File: src/rtl/core/bdqs_pkg.sv
// ----------------------------------------------------------------------------
// Bounded deque with search package
// Depth, widths, operation and status codes, and shared types.
// ----------------------------------------------------------------------------
package bdqs_pkg;

    localparam int DEPTH     = 16;
    localparam int PTR_W     = (DEPTH > 1) ? $clog2(DEPTH) : 1;
    localparam int CNT_W     = $clog2(DEPTH + 1);
    localparam int DATA_W    = 32;
    localparam int OP_W      = 3;
    localparam int STATUS_W  = 2;
    localparam int ENTRIES_W = 5;
    localparam int MDATA_W   = 40;

    typedef enum logic [OP_W-1:0] {
        OP_APPEND   = 3'd0,
        OP_INSERT   = 3'd1,
        OP_DELETE   = 3'd2,
        OP_SEARCH   = 3'd3,
        OP_COUNT    = 3'd4,
        OP_TRAVERSE = 3'd5
    } op_t;

    typedef enum logic [STATUS_W-1:0] {
        STAT_OK    = 2'd0,
        STAT_EMPTY = 2'd1,
        STAT_FULL  = 2'd2
    } status_t;

    typedef enum logic [2:0] {
        S_IDLE,
        S_EXEC,
        S_DEL,
        S_SRCH,
        S_TRAV
    } state_t;

    typedef struct packed {
        logic              we;
        logic [PTR_W-1:0]  waddr;
        logic [DATA_W-1:0] wdata;
        logic              re;
        logic [PTR_W-1:0]  raddr;
    } ram_req_t;

    typedef struct packed {
        logic                 load;
        logic [STATUS_W-1:0]  status;
        logic [DATA_W-1:0]    item;
        logic                 found;
        logic [ENTRIES_W-1:0] entries;
        logic                 last;
    } result_t;

    function automatic logic [PTR_W-1:0] slot_addr(input logic [PTR_W-1:0] base,
                                                   input logic [PTR_W-1:0] off);
        logic [PTR_W:0] sum;
        sum = {1'b0, base} + {1'b0, off};
        if (sum >= (PTR_W+1)'(DEPTH)) begin
            sum = sum - (PTR_W+1)'(DEPTH);
        end
        return sum[PTR_W-1:0];
    endfunction

endpackage

File: src/rtl/core/bdqs_ram.sv
// ----------------------------------------------------------------------------
// Entry store
// One write port and one registered read port over the ring of entries.
// ----------------------------------------------------------------------------
module bdqs_ram
    import bdqs_pkg::*;
(
    input  logic              aclk,
    input  ram_req_t          req,
    output logic [DATA_W-1:0] rdata
);

    logic [DATA_W-1:0] mem [DEPTH];
    logic [DATA_W-1:0] rdata_reg;

    always_ff @(posedge aclk) begin
        if (req.we) begin
            mem[req.waddr] <= req.wdata;
        end
    end

    always_ff @(posedge aclk) begin
        if (req.re) begin
            rdata_reg <= mem[req.raddr];
        end
    end

    assign rdata = rdata_reg;

endmodule

File: src/rtl/core/bdqs_seq.sv
// ----------------------------------------------------------------------------
// Request sequencer
// Holds head and fill, walks the ring one entry a cycle for search and for
// traverse while the output is free, through slot_addr and a single equality compare.
// ----------------------------------------------------------------------------
module bdqs_seq
    import bdqs_pkg::*;
(
    input  logic              aclk,
    input  logic              aresetn,
    input  logic              start,
    input  logic [OP_W-1:0]   start_op,
    input  logic [DATA_W-1:0] start_value,
    input  logic              out_free,
    input  logic [DATA_W-1:0] rdata,
    output ram_req_t          ram_req,
    output result_t           res,
    output logic              idle
);

    state_t            state_reg, state_next;
    logic [OP_W-1:0]   op_reg;
    logic [DATA_W-1:0] value_reg;
    logic [PTR_W-1:0]  head_reg, head_next;
    logic [CNT_W-1:0]  fill_reg, fill_next;
    logic [PTR_W-1:0]  idx_reg, idx_next;

    logic             is_full, is_empty, last_idx, hit;
    logic [PTR_W-1:0] head_dec, idx_inc;

    assign is_full  = (fill_reg >= CNT_W'(DEPTH));
    assign is_empty = (fill_reg == '0);
    assign last_idx = ((CNT_W'(idx_reg) + CNT_W'(1)) == fill_reg);
    assign hit      = (rdata == value_reg);
    assign head_dec = (head_reg == '0) ? PTR_W'(DEPTH - 1) : head_reg - PTR_W'(1);
    assign idx_inc  = idx_reg + PTR_W'(1);
    assign idle     = (state_reg == S_IDLE);

    always_ff @(posedge aclk) begin
        if (!aresetn) begin
            state_reg <= S_IDLE;
            head_reg  <= '0;
            fill_reg  <= '0;
            idx_reg   <= '0;
        end else begin
            state_reg <= state_next;
            head_reg  <= head_next;
            fill_reg  <= fill_next;
            idx_reg   <= idx_next;
        end
    end

    always_ff @(posedge aclk) begin
        if (start) begin
            op_reg    <= start_op;
            value_reg <= start_value;
        end
    end

    always_comb begin
        state_next  = state_reg;
        head_next   = head_reg;
        fill_next   = fill_reg;
        idx_next    = idx_reg;
        ram_req     = '0;
        res         = '0;
        res.status  = STAT_OK;
        res.entries = ENTRIES_W'(fill_reg);
        res.last    = 1'b1;
        unique case (state_reg)
            S_IDLE: begin
                if (start) begin
                    state_next = S_EXEC;
                end
            end
            S_EXEC: begin
                state_next = S_IDLE;
                unique case (op_reg)
                    OP_APPEND: begin
                        res.load = 1'b1;
                        if (is_full) begin
                            res.status = STAT_FULL;
                        end else begin
                            ram_req.we    = 1'b1;
                            ram_req.waddr = slot_addr(head_reg, fill_reg[PTR_W-1:0]);
                            ram_req.wdata = value_reg;
                            fill_next     = fill_reg + CNT_W'(1);
                            res.entries   = ENTRIES_W'(fill_reg + CNT_W'(1));
                        end
                    end
                    OP_INSERT: begin
                        res.load = 1'b1;
                        if (is_full) begin
                            res.status = STAT_FULL;
                        end else begin
                            ram_req.we    = 1'b1;
                            ram_req.waddr = head_dec;
                            ram_req.wdata = value_reg;
                            head_next     = head_dec;
                            fill_next     = fill_reg + CNT_W'(1);
                            res.entries   = ENTRIES_W'(fill_reg + CNT_W'(1));
                        end
                    end
                    OP_DELETE, OP_SEARCH, OP_TRAVERSE: begin
                        if (is_empty) begin
                            res.load   = 1'b1;
                            res.status = STAT_EMPTY;
                        end else begin
                            ram_req.re    = 1'b1;
                            ram_req.raddr = head_reg;
                            idx_next      = '0;
                            priority if (op_reg == OP_DELETE) begin
                                state_next = S_DEL;
                            end else if (op_reg == OP_SEARCH) begin
                                state_next = S_SRCH;
                            end else begin
                                state_next = S_TRAV;
                            end
                        end
                    end
                    OP_COUNT: begin
                        res.load   = 1'b1;
                        res.status = is_empty ? STAT_EMPTY : STAT_OK;
                    end
                    default: begin
                        res.load = 1'b1;
                    end
                endcase
            end
            S_DEL: begin
                res.load    = 1'b1;
                res.item    = rdata;
                res.entries = ENTRIES_W'(fill_reg - CNT_W'(1));
                head_next   = slot_addr(head_reg, PTR_W'(1));
                fill_next   = fill_reg - CNT_W'(1);
                state_next  = S_IDLE;
            end
            S_SRCH: begin
                if (hit || last_idx) begin
                    res.load   = 1'b1;
                    res.found  = hit;
                    state_next = S_IDLE;
                end else begin
                    ram_req.re    = 1'b1;
                    ram_req.raddr = slot_addr(head_reg, idx_inc);
                    idx_next      = idx_inc;
                end
            end
            S_TRAV: begin
                if (out_free) begin
                    res.load = 1'b1;
                    res.item = rdata;
                    res.last = last_idx;
                    if (last_idx) begin
                        state_next = S_IDLE;
                    end else begin
                        ram_req.re    = 1'b1;
                        ram_req.raddr = slot_addr(head_reg, idx_inc);
                        idx_next      = idx_inc;
                    end
                end
            end
            default: begin
                state_next = S_IDLE;
            end
        endcase
    end

endmodule

File: src/rtl/core/bounded_deque_with_search.sv
// ----------------------------------------------------------------------------
// Bounded deque with search
// A ring of up to DEPTH signed 32-bit entries with head and tail access,
// search, count and traverse.
// ----------------------------------------------------------------------------
// Requests enter on the s_ channel: s_tuser carries the operation and s_tdata
// the value. Results leave on the m_ channel with status in m_tuser and
// m_tlast set on the final result of each request.
// One request is handled at a time. An item is taken only while the block is
// idle and its output register is empty.
// Append, insert front, count and the empty cases load their result into the
// output register from the execute state. Delete first reads the head entry
// from the registered read port of the store before its result is loaded.
// Search reads one entry a cycle through the shared compare and finishes
// on the first match or once the last occupied entry has been compared.
// Traverse reads the head entry before its first result and then gives one
// result a cycle, up to DEPTH results, while the receiver keeps m_tready high.
// When the receiver stalls, the pending result holds in the output register
// and the walk pauses until it is taken.
// Reset empties the list at once; the store contents are not cleared, since
// only occupied entries are ever read.
// ----------------------------------------------------------------------------
module bounded_deque_with_search
    import bdqs_pkg::*;
(
    input  logic               aclk,
    input  logic               aresetn,
    input  logic               s_tvalid,
    output logic               s_tready,
    input  logic [31:0]        s_tdata,   // value[31:0]
    input  logic [7:0]         s_tuser,   // op[2:0], zero[7:3]
    output logic               m_tvalid,
    input  logic               m_tready,
    output logic [MDATA_W-1:0] m_tdata,   // item[31:0], found[32], entries[37:33], zero[39:38]
    output logic               m_tlast,
    output logic [7:0]         m_tuser    // status[1:0], zero[7:2]
);

    ram_req_t          ram_req;
    result_t           res;
    logic [DATA_W-1:0] rdata;
    logic              idle, start, out_free;

    logic                m_tvalid_reg;
    logic [MDATA_W-1:0]  m_tdata_reg;
    logic                m_tlast_reg;
    logic [STATUS_W-1:0] m_status_reg;

    assign out_free = !m_tvalid_reg || m_tready;
    assign s_tready = idle && !m_tvalid_reg;
    assign start    = s_tvalid && s_tready;

    bdqs_seq u_seq (
        .aclk        (aclk),
        .aresetn     (aresetn),
        .start       (start),
        .start_op    (s_tuser[OP_W-1:0]),
        .start_value (s_tdata),
        .out_free    (out_free),
        .rdata       (rdata),
        .ram_req     (ram_req),
        .res         (res),
        .idle        (idle)
    );

    bdqs_ram u_ram (
        .aclk  (aclk),
        .req   (ram_req),
        .rdata (rdata)
    );

    always_ff @(posedge aclk) begin
        if (!aresetn) begin
            m_tvalid_reg <= 1'b0;
        end else if (res.load) begin
            m_tvalid_reg <= 1'b1;
        end else if (m_tready) begin
            m_tvalid_reg <= 1'b0;
        end
    end

    always_ff @(posedge aclk) begin
        if (res.load) begin
            m_tdata_reg  <= {2'b00, res.entries, res.found, res.item};
            m_tlast_reg  <= res.last;
            m_status_reg <= res.status;
        end
    end

    assign m_tvalid = m_tvalid_reg;
    assign m_tdata  = m_tdata_reg;
    assign m_tlast  = m_tlast_reg;
    assign m_tuser  = {6'b000000, m_status_reg};

endmodule

File: config.mk
export PLATFORM = sky130hd
export DESIGN_NAME = bounded_deque_with_search
export DESIGN_NICKNAME = d
export VERILOG_FILES = /design/src/rtl/core/bdqs_pkg.sv /design/src/rtl/core/bdqs_ram.sv /design/src/rtl/core/bdqs_seq.sv /design/src/rtl/core/bounded_deque_with_search.sv
export SDC_FILE = /design/constraint.sdc
export NUM_CORES = 1
export LEC_CHECK = 0
export ABC_AREA = 1
export BUFFER_PORTS_ARGS = -buffer_cell sky130_fd_sc_hd__clkbuf_2
export CAP_MARGIN = 40
export CORE_ASPECT_RATIO = 0.9
export CORE_UTILIZATION = 50
export CTS_BUF_LIST = sky130_fd_sc_hd__clkbuf_2 sky130_fd_sc_hd__clkbuf_4 sky130_fd_sc_hd__clkbuf_8
export DETAILED_ROUTE_END_ITERATION = 10
export GPL_TIMING_DRIVEN = 0
export PLACE_DENSITY = 0.67
export SLEW_MARGIN = 15
export SYNTH_ARGS = -nofsm -noshare
export SYNTH_HDL_FRONTEND = slang
export SYNTH_SLANG_ARGS = --single-unit
File: constraint.sdc
create_clock -name aclk -period 9.1 [get_ports aclk]
set_clock_uncertainty 0.05 [all_clocks]
set_input_delay 0.91 -clock aclk [delete_from_list [all_inputs] [get_ports aclk]]
set_output_delay 0.91 -clock aclk [all_outputs]
set_load 0.02 [all_outputs]
=== Word level (Yosys, flattened, before mapping) ===
Memory sizes are Yosys's and may differ from the RTL's. A register that Yosys moved wholly into a read port is not among the register bits.
Cells that the tools add are included.

* Flip-flop bits (word level): 93
* RAM bits: 512
* Memories: 1
* Output and inout bits: 51

{| class="wikitable"
|+ Memories
! name !! depth !! width !! rd ports !! clocked after Yosys merged registers in !! wr ports !! line !! text
|-
| u_ram.mem || 16 || 32 || 1 || 1 || 1 || bdqs_ram.sv:13 || <nowiki>logic [DATA_W-1:0] mem [DEPTH];</nowiki>
|}

* Eq/ne operators: 21
* Magnitude comparators: 4
* Add/subtract/negate cells: 11
* Mux-type cells: 49
* Reduce and logical (&&, ||, !) cells: 19

{| class="wikitable"
|+ Operators with widths
! kind !! count
|-
| $mux W37 || 3
|-
| $pmux W37 S2 || 1
|-
| $pmux W32 S2 || 1
|-
| $mux W4 || 11
|-
| $mux W5 || 7
|-
| $eq A32 B32 Y1 || 1
|-
| $mux W32 || 1
|-
| $mux W3 || 9
|-
| $ge A5 B5 Y1 const B || 4
|-
| $sub A4 B1 Y4 const B || 4
|-
| $pmux W5 S3 || 1
|-
| $ne A2 B2 Y1 const B || 7
|-
| $eq A3 B2 Y1 const B || 4
|-
| $pmux W3 S4 || 1
|-
| $pmux W4 S3 || 1
|-
| $add A4 B1 Y5 const B || 2
|-
| $add A4 B4 Y5 || 2
|-
| $pmux W5 S2 || 1
|-
| $eq A3 B3 Y1 const B || 3
|-
| $mux W1 || 8
|-
| $pmux W4 S2 || 1
|-
| $eq A3 B1 Y1 const B || 2
|-
| $logic_not A3 Y1 || 2
|-
| $ne A2 B1 Y1 const B || 3
|-
| other kinds (20) || 24
|}

=== Longest topological paths before layout ===
* Depth after elaboration: 8
* Gate-level depth with buffers: 17
* Depth with buffers taken out: 15

=== By module ===
From an unflattened synthesis, not the netlist that was laid out.

* Cell total of the unflattened synthesis: 2699
* Area total of the unflattened synthesis: 28060.7 sq um

{| class="wikitable"
|+ By module, submodules not included
! module !! cells an instance !! times used !! sequential area each (sq um) !! area an instance (sq um)
|-
| bdqs_ram || 2120 || 1 || 16335.7 || 23050.9
|-
| bdqs_seq || 520 || 1 || 1371.3 || 3653.5
|-
| bounded_deque_with_search || 59 || 1 || 1251.2 || 1356.3
|}

=== Least setup slack after synthesis ===
OpenSTA, ideal clock, no wires.

* Kind: input-to-reg
* Start point: input s_tvalid
* End point: register u_seq.state_reg[0]
* Arrival: 4029 ps
* Slack: 4905 ps
* Cell stages on the path: 7
* Path buffers: 0
* Data required time: 8935 ps
* Cell sequence: inv_1 nor3_1 o211ai_1 a21oi_1 inv_1 o21ai_0 inv_1

* Longest elaborated chain between the ends: 3

{| class="wikitable"
|+ RTL lines
! item !! line !! text
|-
| start: declaration || bounded_deque_with_search.sv:28 || <nowiki>input logic s_tvalid,</nowiki>
|-
| $logic_and A1 B1 Y1 || bounded_deque_with_search.sv:51 || <nowiki>assign start = s_tvalid && s_tready;</nowiki>
|-
| named net start || bounded_deque_with_search.sv:42 || <nowiki>logic idle, start, out_free;</nowiki>
|-
| $ne A2 B1 Y1 (no line) || -- ||
|-
| $reduce_and A4 Y1 (no line) || -- ||
|-
| end signal: assignment || bdqs_seq.sv:46 || <nowiki>state_reg <= state_next;</nowiki>
|-
| end: declaration || bdqs_seq.sv:21 || <nowiki>state_t state_reg, state_next;</nowiki>
|}

The timed path passes the listed nets, and every way through them passes these cells.
A chain may end at the register's enable or synchronous reset.

=== Worst setup path in the final report ===
* Start point: register u_ram.rdata_reg[18], in the netlist u_ram.rdata[18], read port of u_ram.mem
* End point: register u_ram.rdata_reg[26], in the netlist u_ram.rdata[26], read port of u_ram.mem (data pin)

* Longest elaborated chain between the ends: 4

{| class="wikitable"
|+ RTL lines
! item !! line !! text
|-
| start: declaration || bdqs_ram.sv:14 || <nowiki>logic [DATA_W-1:0] rdata_reg;</nowiki>
|-
| $eq A32 B32 Y1 || bdqs_seq.sv:34 || <nowiki>assign hit = (rdata == value_reg);</nowiki>
|-
| $logic_or A1 B1 Y1 || bdqs_seq.sv:139 || <nowiki>if (hit || last_idx) begin</nowiki>
|-
| $mux W5 || bdqs_seq.sv:139 ||
|-
| $pmux W5 S3 || bdqs_seq.sv:70 || <nowiki>unique case (state_reg)</nowiki>
|}

No other way between the ends.

==> impl_summary.md <==
Outcome
The run finished with clean final reports.

Setup path
The slowest cell on the critical path is buf_2. The setup check on the worst reg-to-reg path leaves a slack of 5.23 ns. The required arrival time at the worst endpoint is 9.51 ns.

The worst register-to-register path ends at u_ram.rdata[26]. The maximum single-stage delay on the critical path is 0.40 ns. The highest net fanout along the worst path is 10.

The classification of the worst setup path is reg2reg. The buffering stage count on the worst path with inverters included is 3. STA classifies the critical path startpoint as a flop.

The number of cells traversed by the worst register-to-register path is 16. The worst flop-to-flop path startpoint is u_ram.rdata[18]. The critical path arrival is 4.28 ns. The critical path goes through inv_1 -> nand2_1 -> nand2_1 -> nand2_1 -> nor2_1 -> nand2_1 -> nor2_1 -> nand2_1 -> nand4_2 -> buf_2 -> buf_2 -> nand4_1 -> nand3_1 -> nand3_1 -> nand3_1 -> nand2_1.

Among the stages of the critical path, the cell type that occurs most often is nand2_1. The number of gates on the worst path with buffers counted is 16. The critical path ends at u_ram.rdata[26]. In this run the worst setup path begins at u_ram.rdata[18]. The gate family responsible for the most delay along the worst path is simple AND/OR/NAND/NOR gates. The type of element capturing the critical path is a flop.

Placed design
At the end of routability-driven placement, the weighted congestion stood at 0.9272. The port buffer count is 81. Including well taps, the total number of placed cells is 3709. Once detailed placement completed, the half-perimeter wirelength came to 57500 um.

Finish
The layout has 4752 filler cells. The count of non-filler cells in the finished layout is 3901. The share of final-layout standard cells stronger than drive strength 1 is 15.50%. In the final layout, the multi-input gates occupy 7010 um^2. The area overhead of the layout relative to synthesis is 15.05%.

The net count of the finished layout is 3109. The area used by sequential logic in the layout is 18960 um^2. The register with the most flip-flops in the layout has 512 of them.

STA
Subtracting the final worst setup slack from the clock period gives 3.866 ns. The number of hold violations in the final report came to 0. In the finished design, the share of the clock period the worst path needs comes to 42.48%. Summed over all failing endpoints, the final setup total negative slack is 0 ns. The max-slew violation count came to 0.

Setup violations remaining at the end of the flow were counted as 0. Measured against its own limit, the worst slew margin works out to 40.76%. Timing would allow up to 258.7 MHz.

At the pin with the least slew margin, the transition time is 0.8877 ns. Setup repair after global routing left no endpoint under its margin.

Floorplanning
The floorplan has 83 rows. The vertical die dimension is 230.8 um. The die covers 59110 um^2. The floorplan core area is 57220 um^2.

The initial utilization of the core area, before any placement, comes to 50.81%. The width of the chip is 256.2 um. 95 I/O pins were placed.

Route
In the final routed layout, each cell accounts on average for 21.26 um. The first detailed-routing pass took 7 iterations. The final layout contains routed wiring with a total length of 82930 um. The post-route antenna net violation count is 0. The DRC violation count after routing is 0. The average vias per placed instance is 5.552. The via count is 21660. In this run, the number of DRC markers left after iteration 0 of detailed routing was 2670.

CTS
Post-CTS repair changed the size of 0 cells. The cell at the root of the clock tree is clkbuf_8. The sink count of the clock tree is 637.

The maximum number of buffers from clock root to sink is 3. In this run the post-CTS setup repair buffer count came out at 0. The TritonCTS clock tree is done. The hold buffer count at CTS is 0. The number of H-tree levels is 3. At the later pin of the worst-skew pair, clock insertion delay measures 0.74 ns. The clock transition at the register clock pins on the worst setup and hold paths after CTS is 0.06 ns. The clock buffer count from CTS is 103.

Yosys
The average footprint of a synthesized cell is 10.38 um^2. The async set-or-reset flop fraction in the synthesized netlist is 0%. The top flip-flop cell by instance count after synthesis is edfxtp_1. The most numerous cell in the Yosys netlist is inv_1. Ranked by total cell area, the synthesized netlist is headed by edfxtp_1 64%, nand3_1 8.1%, inv_1 8.1%. edfxtp_1 takes more of the synthesized area than any other cell. The post-synthesis sequential element count is 637. By count the netlist is led by 625 x inv_1, 620 x edfxtp_1, 470 x nand3_1. The synthesized instance count is 2802. The proportion of synthesized chip area in sequential cells is 65.21%. After synthesis, the netlist uses 39 different library cells. Yosys printed 0 warnings. The portion of synthesized cell area occupied by the leading cell type is 64.04%. The synthesized cell area is 29070 um^2. The count of flip-flops with a built-in enable after synthesis is 620.

Global routing
The largest net degree at the start of global routing is 23. The initial antenna violation count is 1. Global routing finished with a remaining overflow of 0.

The first-pass GRT wire length is 123200 um. The number of global-route vias before repair came to 20630. For this run, the total global-route usage over all layers was measured as 28.07%.

Pwr
The cell leakage power is 14.82 nW. IR analysis of the VDD net gives a maximum drop of 107.4 uV. The cell area power density is 191.0 nW/um^2.

Min path
The min-delay analysis places its worst path in the category in2reg.

Job
The tool flagged a number of max-cap violations equal to 0.
-- cell families after synthesis --
group	after synthesis	synth area share, %
and+or+nand+nor	1251	20.63
buffers and inverters	810	11.25
DFF	637	65.21
AOI/OAI and AO/OA	54	1.184
xor gates and xnor gates	35	1.054
adders and majority gates	14	0.6542
other	1	0.01290
-- stage by stage --
| stage | area, um^2 | util, % | worst slack, ns | power (mW) | hold slack, ns |
|---|---|---|---|---|---|
| global route | 33450 | 58.45 | 5.075 | 6.588 | 0.2711 |
| floorplan | 29100 | - | 4.905 | 3.698 | 0.4253 |
| finish | 33450 | 58.45 | 5.234 | 6.389 | 0.2996 |
| CTS | 33420 | 58.41 | 5.410 | 6.411 | 0.2498 |
| global placement | 30460 | 53.23 | 2.122 | 3.863 | 0.4463 |
| detailed placement | 31330 | 54.75 | 5.429 | 3.899 | 0.4589 |
-- cell usage in the layout (no fill, tap or decap), types with 4 or more instances in the layout --
master,n
edfxtp_1,620
a211oi_1,4
nand2_1,386
clkbuf_2,81
dfxtp_1,17
nand3_1,470
nor3_1,5
a21oi_1,22
bufinv_16,6
buf_6,18
xnor2_1,28
nor2_2,9
nor2_4,17
nor2_1,93
clkbuf_1,34
conb_1,8
clkbuf_4,35
xor2_1,7
clkinv_1,25
buf_12,10
inv_2,6
inv_1,624
o21ai_0,14
buf_4,33
ha_1,12
buf_16,8
clkinv_2,15
nand4_1,264
buf_2,128
clkbuf_8,104
-- routing by layer --
layer,GRT usage (%),vias to the layer above,wire length [um]
met5,0,-,0
met4,10.65,0,2383
met2,43.56,1177,37560
met3,5.621,167,8723
met1,39.14,10390,34270
li1,-,9924,-
-- power by group --
group	switching (mW)	total [mW]	internal, mW
Clock	1.17	2.55	1.38
Sequential	0.0406	3.36	3.32
Combinational	0.335	0.478	0.143
Total	1.54	6.39	4.85
-- area by class of cell --
class,instances,share of cell area (%)
Multi-Input combinational cell,1362,20.96
Clock buffer,139,5.065
Antenna cell,1,0.007481
Tap cell,765,2.862
Clock inverter,50,1.190
Inverter,632,7.092
Timing Repair Buffer,137,3.449
Sequential cell,637,56.68
Buffer,178,2.697
-- worst min path at each step --
stage                     depth (start not counted)             endpoint               start
final                                             1  u_seq.value_reg[10]         s_tdata[10]
after detailed placement                          2     u_seq.idx_reg[1]    u_seq.idx_reg[1]
after global placement                            2   u_seq.state_reg[2]  u_seq.state_reg[2]
after floorplan                                   2     u_seq.idx_reg[1]    u_seq.idx_reg[1]
after CTS                                         1  u_seq.value_reg[10]         s_tdata[10]
after global routing                              1  u_seq.value_reg[10]         s_tdata[10]
(Power assumes the default switching activity.)
